--- config.mk ---
export PLATFORM = sky130hd
export DESIGN_NAME = lzg_cell
export DESIGN_NICKNAME = d
export VERILOG_FILES = /design/src/lz77_greedy_match_encoder_core_macros.svh /design/src/lzg_pkg.sv /design/src/lzg_cell.sv
export SDC_FILE = /design/constraint.sdc
export NUM_CORES = 1
export LEC_CHECK = 0
export ABC_AREA = 1
export ABC_CLOCK_PERIOD_IN_PS = 920
export BUFFER_PORTS_ARGS = -buffer_cell sky130_fd_sc_hd__buf_2
export CAP_MARGIN = 20
export CORE_AREA = 2 2 49 51
export CTS_CLUSTER_SIZE = 40
export DETAILED_ROUTE_END_ITERATION = 16
export DIE_AREA = 0 0 51 53
export PLACE_DENSITY = 0.72
export SLEW_MARGIN = 25
export SYNTH_ARGS = -nofsm -noshare
export SYNTH_HDL_FRONTEND = slang
export SYNTH_SLANG_ARGS = --single-unit
--- constraint.sdc ---
create_clock -name clk -period 0.92 [get_ports clk]
set_input_delay 0 -clock clk [delete_from_list [all_inputs] [get_ports clk]]
set_output_delay 0 -clock clk [all_outputs]
set_load 0.005 [all_outputs]
--- src/lz77_greedy_match_encoder_core_macros.svh ---
// Assertion helpers for the encoder core.
// Every check is sampled on clk and is switched off while arst_n is low.
`ifndef LZ77_GREEDY_MATCH_ENCODER_CORE_MACROS_SVH
`define LZ77_GREEDY_MATCH_ENCODER_CORE_MACROS_SVH

// The consequent must hold in the same cycle as the antecedent.
`define LZG_ASSERT_IMPL(label, ante, cons, msg) \
	label: assert property (@(posedge clk) disable iff (!arst_n) (ante) |-> (cons)) \
		else $error(msg);

// The consequent must hold in the cycle after the antecedent.
`define LZG_ASSERT_NEXT(label, ante, cons, msg) \
	label: assert property (@(posedge clk) disable iff (!arst_n) (ante) |=> (cons)) \
		else $error(msg);

`endif

--- src/lzg_pkg.sv ---
`default_nettype none
package lzg_pkg;

	// Default sizes of the history ring and of the lookahead row.
	localparam int HISTORY_DEF   = 4096;
	localparam int LOOKAHEAD_DEF = 32;

	// Field and register widths.
	localparam int BYTE_W     = 8;
	localparam int WINDOW_W   = 13;
	localparam int MAXLEN_W   = 6;
	localparam int KIND_W     = 2;
	localparam int LEN_W      = 6;
	localparam int DIST_W     = 13;
	localparam int CFG_IDX_W  = 1;
	localparam int CFG_DATA_W = 13;

	// Register indexes on the configuration port.
	localparam logic [CFG_IDX_W-1:0] REG_WINDOW = 1'd0;
	localparam logic [CFG_IDX_W-1:0] REG_MAXLEN = 1'd1;

	// Reset values of the registers.
	localparam logic [WINDOW_W-1:0] WINDOW_RESET = 13'd4096;
	localparam logic [MAXLEN_W-1:0] MAXLEN_RESET = 6'd32;

	// Token kinds.
	localparam logic [KIND_W-1:0] KIND_LITERAL = 2'd0;
	localparam logic [KIND_W-1:0] KIND_ESCAPED = 2'd1;
	localparam logic [KIND_W-1:0] KIND_MATCH   = 2'd2;

	localparam logic [BYTE_W-1:0] ESC_BYTE  = 8'hFF;
	localparam int                MIN_MATCH = 3;

	typedef struct packed {
		logic [BYTE_W-1:0] data_byte;
		logic              last_byte;
	} byte_item_t;

	typedef struct packed {
		logic [KIND_W-1:0] token_kind;
		logic [BYTE_W-1:0] literal_value;
		logic [LEN_W-1:0]  match_length;
		logic [DIST_W-1:0] match_distance;
		logic              last_token;
	} token_item_t;

	// Controls broadcast along the row of comparator cells.
	typedef struct packed {
		logic              clear;
		logic              load;
		logic              shift;
		logic              step;
		logic              flush;
		logic [BYTE_W-1:0] in_byte;
		logic [BYTE_W-1:0] hist_byte;
	} cell_ctrl_t;

endpackage
`default_nettype wire

--- src/lzg_cell.sv ---
`default_nettype none
module lzg_cell #(
	parameter int IDX = 0,
	parameter int LCW = 6
) (
	input  wire logic                     clk,
	input  wire logic                     arst_n,
	input  wire lzg_pkg::cell_ctrl_t      ctrl,
	input  wire logic [LCW-1:0]           count,
	input  wire logic [LCW-1:0]           limit,
	input  wire logic [lzg_pkg::BYTE_W-1:0] next_byte,
	input  wire logic                     prev_alive,
	input  wire logic                     next_extend,
	output logic [lzg_pkg::BYTE_W-1:0]    la_byte,
	output logic                          alive,
	output logic                          extend,
	output logic                          dead
);
	import lzg_pkg::*;

	logic [BYTE_W-1:0] la_q;
	logic              alive_q;

	// A run may grow here when the streamed history byte equals this lookahead byte.
	assign extend = ctrl.step && (ctrl.hist_byte == la_q) && (LCW'(IDX) < limit);

	// A live run ends when the next cell cannot take it on.
	assign dead = (ctrl.step || ctrl.flush) && alive_q && !next_extend;

	// Lookahead byte: loaded at the fill position, shifted towards the head on a move.
	always_ff @(posedge clk) begin
		if (ctrl.load && (count == LCW'(IDX))) begin
			la_q <= ctrl.in_byte;
		end else if (ctrl.shift) begin
			la_q <= next_byte;
		end
	end

	// Run flag, handed on from the previous cell every compare cycle.
	always_ff @(posedge clk or negedge arst_n) begin
		if (!arst_n) begin
			alive_q <= 1'b0;
		end else if (ctrl.clear || ctrl.flush) begin
			alive_q <= 1'b0;
		end else if (ctrl.step) begin
			alive_q <= prev_alive && extend;
		end
	end

	assign la_byte = la_q;
	assign alive   = alive_q;
endmodule
`default_nettype wire

==> impl.org, run 1 <==
** Synthesis
- The compound-cell area share of the yosys netlist came to 0.147.
- #FFs+latches synth :: 9
- Simple-gate area share of the yosys netlist :: 0.329
- Dominant combinational cell family by area after synthesis :: simple AND/OR/NAND/NOR gates
- The portion of synthesized area spent on multiplexers is 0.
- Of the total synthesized cell area, the portion taken by XOR and XNOR cells is 0.
- Arithmetic-cell share of the synthesized area counting full adders, half adders and majority gates :: 0
- Averaged over all synthesized cells, the footprint is approximately 7 um2.
- The number of nets in the synthesized netlist is 150.
- Yosys mapped the design onto 17 distinct sky130hd cell types.
- Synthesis produced a netlist whose cell count is 105.
- Summing every instance area after synthesis gives 714 um2.
- Synthesis Warnings :: 0
- Sequential-to-total area share from yosys stat :: 0.371

** Cells and area
- At the end of the flow, the number of nets in the layout was between 200 and 250.
- Compared with the post-synthesis result, the final layout area differs by 57.4%.
- Number of inserted diodes :: 0
- In the final layout, the share of cells above drive strength 1 is 0.464.
- Final design area excluding fillers :: around 1100 um2

** Placed design
- Sum of net half-perimeters after detailed placement :: 1440 um
- Post-place instance area :: roughly 1100 um2
- Routability-driven placement finished with a final weighted congestion of between 0.7 and 0.8.
- Port bufs :: 55
- Timing analysis after detailed placement gives a worst setup slack of -0.204 ns.

** Detailed routing
- First-pass detailed-route iteration total :: 4
- In the final routed layout, each cell accounts on average for 8.53 um.
- The routed layout has 842 vias.
- The count of nets left with antenna violations once routing finished came out at 0.
- Using the TritonRoute via totals, the vias-per-cell ratio works out to 4.34.
- Sum of routed wire length over all layers :: between 1500 and 2000 um
- After the first detailed-routing iteration, the DRC count stood at 6.
- Post-route DRC :: 0

** Power and ir drop
- In this run the power density over the cells is about 980 nW/um2.
- Of the total power, the share spent switching nets is 0.265.
- Comb pwr share :: 0.285
- The share of total power dissipated in the clock network is 0.254.
- Cell internal power was estimated by the tool at ~0.81 mW.
- Worst IR drop on VDD :: between 0.0004 and 0.0005 V
- Tot Pwr :: 1.10 mW
- In this run the power spent charging and discharging nets is 0.290 mW.
- Fraction of power consumed by sequential logic :: 0.461
- Leakage power of the design :: roughly 0.65 nW

** Floorplan
- CORE AREA :: around 2100 um2
- The die covers 2700 um2.
- During I/O placement, the number of pins put on the boundary was between 50 and 60.
- Die extent in x :: roughly 51 um
- The floorplan has 17 rows.
- The die is 53 um tall.
- Initial Utilization :: 0.333

** Clock network
- The tree is rooted in a clkbuf_4.
- Reg clk slew, reported paths :: 0.05 ns
- Total CTS buffers :: 3
- Maximum level of the CTS H-tree :: 1
- Number of post-CTS setup repair buffers :: 0
- The later pin in the worst-skew pair is clocked with a latency of 0.25 ns.
- CTS tree :: done
- Maximum buffer depth of the clock tree :: 2
- Total number of clock tree sinks :: 9

** Worst setup path
- In this run the register-to-register setup slack is -0.19 ns.
- The critical path is of the reg2out type.
- CP arrival :: about 1.3 ns
- STA classifies the critical path startpoint as a flop.
- For the worst setup path, the data required time is 0.92 ns.
- Type of element capturing the critical path :: output port
- Critical-path maximum fanout :: 3

** Timing
- Setup TNS after final layout :: -0.562 ns
- Based on the critical path, the design can be clocked at up to 772 MHz.
- Relative slew slack :: 0.861
- Unrepaired setup endpoints after global routing :: yes
- The max-slew violation count came to 0.
- The routed design could run at a clock period as short as approximately 1.3 ns.
- Setup-failing EPs final :: 2
- Final hold violations :: 0
- Hold is met by around 0.018 ns.
- Ratio of final minimum period to clock period :: 1.41
- Final critical-path setup slack :: -0.376 ns
- For the pin with the worst max-slew slack, the measured transition is 0.207 ns.
- For the final database, setup skew stands at 0.00369 ns.

** Flow run
- Max-cap violation count :: 0

** GRT
- Total congestion overflow :: 0
- Wire length of the first global-routing pass :: 2490 um
- Total global-route track usage :: 0.122
- Entering global routing, the biggest net connects 18 pins.
- Via count of the first global-routing pass :: 700
- The number of antenna violations at the first check in global routing was 0.

** Run status
- The flow ran to the end, but the final reports show violations.
- Violations in the final reports :: negative setup slack

** Worst hold path
- Worst hold path class :: in2reg
## metal layers
metal	vias up	part of all wire	GRT usage	wire length (um)
li1	445	-	-	-
met1	351	0.40	0.146	656
met2	43	0.49	0.206	812
met3	3	0.10	0.0169	166
met4	0	0.013	0.0811	21
met5	-	0	0	0
## flip-flops by register name (all words and copies together), names as in the netlist
| signal | flops |
|---|---|
| alive | 1 |
| la_byte | 8 |
## per-stage QoR
step,util,cells
6_report,0.524,194
5_1_grt,0.524,194
4_1_cts,0.516,194
3_5_place_dp,0.493,188
3_3_place_gp,0.493,188
2_1_floorplan,-,105
## placed cells by master, fill, tap and decap left out, types with 2 or more instances in the layout
cell type,netlist,routed
a21oi_1,4,3
buf_2,0,55
clkbuf_4,0,3
dlygate4sd3_1,0,2
edfxtp_1,8,8
inv_1,26,26
nand2_1,32,30
nand2_2,1,2
nand3_1,2,2
nand4_1,2,2
nor2_1,12,12
o21ai_0,3,2
o21ai_2,8,9
## power groups by stage
| stage | Combinational [mW] | Clock (mW) | Sequential (mW) |
|---|---|---|---|
| 2_1_floorplan | 0.140 | 0 | 0.514 |
| 3_3_place_gp | 0.290 | 0 | 0.513 |
| 3_5_place_dp | 0.298 | 0 | 0.512 |
| 4_1_cts | 0.307 | 0.291 | 0.504 |
| 5_1_grt | 0.353 | 0.321 | 0.509 |
| 6_report | 0.313 | 0.279 | 0.505 |
## Yosys cell counts
cell / count / area [um2]
a21oi_1: 4 / 20.0
buf_6: 1 / 11.3
dfrtp_1: 1 / 25.0
edfxtp_1: 8 / 240
inv_1: 26 / 97.6
nand2_1: 32 / 120
nand2_2: 1 / 6.26
nand3_1: 2 / 10.0
nand3_2: 1 / 10.0
nand4_1: 2 / 12.5
nor2_1: 12 / 45.0
nor3_1: 1 / 5.00
nor3b_1: 1 / 7.51
nor4_2: 1 / 12.5
o21ai_0: 3 / 15.0
o21ai_2: 8 / 70.1
or2_2: 1 / 6.26
## worst paths after layout
check                      endpoint       start  cells past startpoint
max in group asynchronous     alive      arst_n                      2
setup reg to reg              alive  la_byte[4]                      7
hold / removal                alive    ctrl[20]                      4
hold reg to reg               alive       alive                      2
min in group asynchronous     alive      arst_n                      2
setup / recovery             extend  la_byte[4]                      6
## critical path, stage by stage (launching register included)
cell,delay [ns]
edfxtp_1,0.41
nand2_1,0.09
nand2_2,0.06
nor3b_2,0.14
nand2_1,0.08
nor3_2,0.13
buf_2,0.13
## area by class of cell
cell class	instances	area, um2
Sequential cell	9	265
Fill cell	213	1020
Inverter	26	97.6
Multi-Input combinational cell	69	385
Timing Repair Buffer	58	315
Tap cell	28	35.0
Clock buffer	4	26.3
## repair_timing
item / in CTS / in global routing
pin swaps: 6 / 6
setup endpoints to repair: 2 / 3
resized for setup: 1 / 5
gates cloned: 0 / 0
hold endpoints to repair: 2 / 0
hold buffers: 2 / 0
## logic make-up after synthesis
kind of cell | after synthesis
AO/OA/AOI/OAI | 15
buffers and inverters | 27
flip-flops | 9
AND/OR/NAND/NOR | 54
No activity file was read; power rests on OpenSTA's default activity.
==> inputs of run 2 (changes only) <==
- SKIP_CTS_REPAIR_TIMING: not set -> 1
==> run 2 against run 1 <==
  * The run still ends with negative setup slack left
  * Clock skew stayed put
  * Count of clock-buffer cells in the layout stayed put
  * Maximum frequency is 0.41% lower
  * Routed wire length is 0.85% lower
  * Sequential share of layout area is 0.079 points higher
  * Power is 0.12% lower
  * Non-clock buffer count stayed put
  * Largest cell class unchanged
==> impl.org, run 2 (synthesis results as in run 1) <==
** Floorplan
- The initial utilization of the core area, before any placement, comes to 0.333.
- The floorplan step set the die height to 53 um.
- I/O pin count :: 56
- FP Rows :: 17
- Area enclosed by the die boundary :: 2700 um2
- Die extent in x :: 51 um
- CORE AREA :: 2150 um2

** Power and ir drop
- Pint :: 0.807 mW
- Of the total power, the share spent switching nets is 0.264.
- Fraction of power consumed by sequential logic :: 0.461
- Of the total power, combinational logic draws 0.284.
- The worst-case IR drop observed on VDD is 0.000468 V.
- Power spread over the standard cell area amounts to roughly 980 nW/um2.
- Clk network pwr share :: 0.255
- In this run the static leakage power is 0.649 nW.
- For this design the total switching power over the nets is 0.289 mW.

** Placed design
- Prior to clock tree synthesis, the placed netlist has a worst setup slack of -0.204 ns.
- Port bufs :: 55
- Routability-driven placement finished with a final weighted congestion of roughly 0.72.
- Sum of net half-perimeters after detailed placement :: 1440 um

** Worst setup path
- Most used cell, CP :: nand2_1
- The critical path is of the reg2out type.
- Startpoint Class :: flop
- Crit-path cells :: nand2_1 -> nand2_1 -> a21oi_1 -> o21ai_0 -> nor3_2 -> buf_2
- On the worst path, the slowest cell contributes a delay of roughly 0.42 ns.
- The kind of cell with the highest combined delay along the critical path is flip-flops.
- STA puts the critical path data required time at 0.92 ns.
- CP max stage cell :: edfxtp_1
- Count of buffering cells on the critical path with inverters included :: 1
- CP arrival :: between 1 and 1.5 ns
- The worst setup path is captured at an output port.
- In this run the worst path has a maximum fanout of 3.

** Clock network
- CTS tree :: done
- The root buffer cell chosen for the clock tree is clkbuf_4.
- CTS built an H-tree with a depth of 1.
- Buffers inserted during clock tree synthesis total 3.
- The clock passes through at most 2 buffers.
- Clock latency on the worst-skew pair, taken at its later pin, is 0.25 ns.
- After clock tree synthesis, the clock-pin slew on the worst setup and hold paths is approximately 0.050 ns.
- Total number of clock tree sinks :: 9

** Cells and area
- Ratio of cells with drive above 1 in the final layout :: 0.458
- The final layout contains 212 nets.
- In the layout the commonest cells are buf_2 (55), nand2_1 (30), inv_1 (26).
- The library cell used most frequently in the layout, excluding fill and tap cells, is buf_2.
- Post-Route Utilization :: 0.522
- Flip-flop count of the largest register, all copies and words added :: 8
- Compared with the post-synthesis result, the final layout area differs by 56.9%.
- Number of inserted diodes :: 0

** GRT
- After global routing the overflow that remains totals 0.
- Entering global routing, the biggest net connects 18 pins.
- The number of global-route vias before repair is approximately 670.
- The first global-routing pass estimated 2360 um of wire.
- The number of antenna violations at the first check in global routing was 0.
- Total global-route track usage :: 0.116

** Run status
- Result of the run :: complete, but fails checks
- Violations in the final reports :: negative setup slack

** Detailed routing
- Post-detailed-route count of antenna-violating nets :: 0
- Detailed-route via count :: 835
- Sum of routed wire length over all layers :: 1640 um
- The first detailed-routing pass ran for 4 iterations.
- Post-route DRC :: 0
- Number of design-rule violations left by the first detailed-router iteration :: 4
- In the routed layout, each cell is associated on average with a via count of 4.30.
- Final routed wire length divided by cell count :: 8.46 um

** Timing
- Setup repair after global routing could not meet its margin everywhere.
- Across the routed clock network, the largest skew measured is 0.00369 ns.
- Relative slew slack :: 0.861
- After layout, the worst setup slack is -0.381 ns.
- Transition at the pin with the smallest max-transition slack :: between 0.2 and 0.25 ns
- Pins over their slew limit :: 0
- Min Tclk post-route :: 1.30 ns
- Max frequency :: ~770 MHz
- The final number of hold-violating endpoints is 0.
- Setup violations remaining at the end of the flow were counted as 2.
- Ratio of final minimum period to clock period :: 1.41
- Setup TNS after final layout :: -0.570 ns

** Flow run
- Across the run, the number of max-cap violations was 0.

** Worst hold path
- Worst hold path class :: in2reg
[run 2: changes by cell type in the layout (fill, tap and decap cells not counted)]
| cell | before | now |
|---|---|---|
| o21ai_1 | 0 | 1 |
| o21ai_2 | 9 | 8 |
[run 2: power groups by stage]
stage	Combinational, mW	Sequential (mW)	Clock [mW]
2_1_floorplan	0.140	0.514	0
3_3_place_gp	0.290	0.513	0
3_5_place_dp	0.298	0.512	0
4_1_cts	0.299	0.504	0.291
5_1_grt	0.352	0.508	0.321
6_report	0.312	0.505	0.279
[run 2: worst paths after layout]
check	start	endpoint	slack [ns]	cells after the start
setup reg to reg	la_byte[2]	alive	-0.19	7
setup / recovery	la_byte[2]	extend	-0.38	6
min in group asynchronous	arst_n	alive	0.06	2
hold / removal	ctrl[20]	alive	0.01	4
hold reg to reg	alive	alive	0.61	2
max in group asynchronous	arst_n	alive	0.78	2
[run 2: worst register-to-register path, delay by kind of cell, from the launching register on]
kind | cells | cell delay [ns]
and+or+nand+nor | 6 | 0.48
DFF | 1 | 0.42
AOI/OAI and AO/OA | 1 | 0.14
[run 2: layer usage]
layer  wire (um)  GRT usage  up-vias
met2         806      0.197       40
met3         154     0.0169        3
met1         658      0.135      347
li1            -          -      445
met5           0          0        -
met4          21     0.0811        0
[run 2: cell type report]
class                           instances  area (um2)
Sequential cell                         9         265
Fill cell                             215        1030
Tap cell                               28        35.0
Clock buffer                            4        26.3
Multi-Input combinational cell         69         382
Inverter                               26        97.6
Timing Repair Buffer                   58         315
[run 2: stage by stage]
step           power [mW]  cells  hold WS, ns  area, um2
2_1_floorplan       0.654    105       -0.296        743
3_3_place_gp        0.803    188       -0.226       1060
3_5_place_dp        0.811    188       -0.224       1060
4_1_cts              1.09    192       -0.496       1080
5_1_grt              1.18    194       0.0164       1120
6_report             1.10    194       0.0137       1120
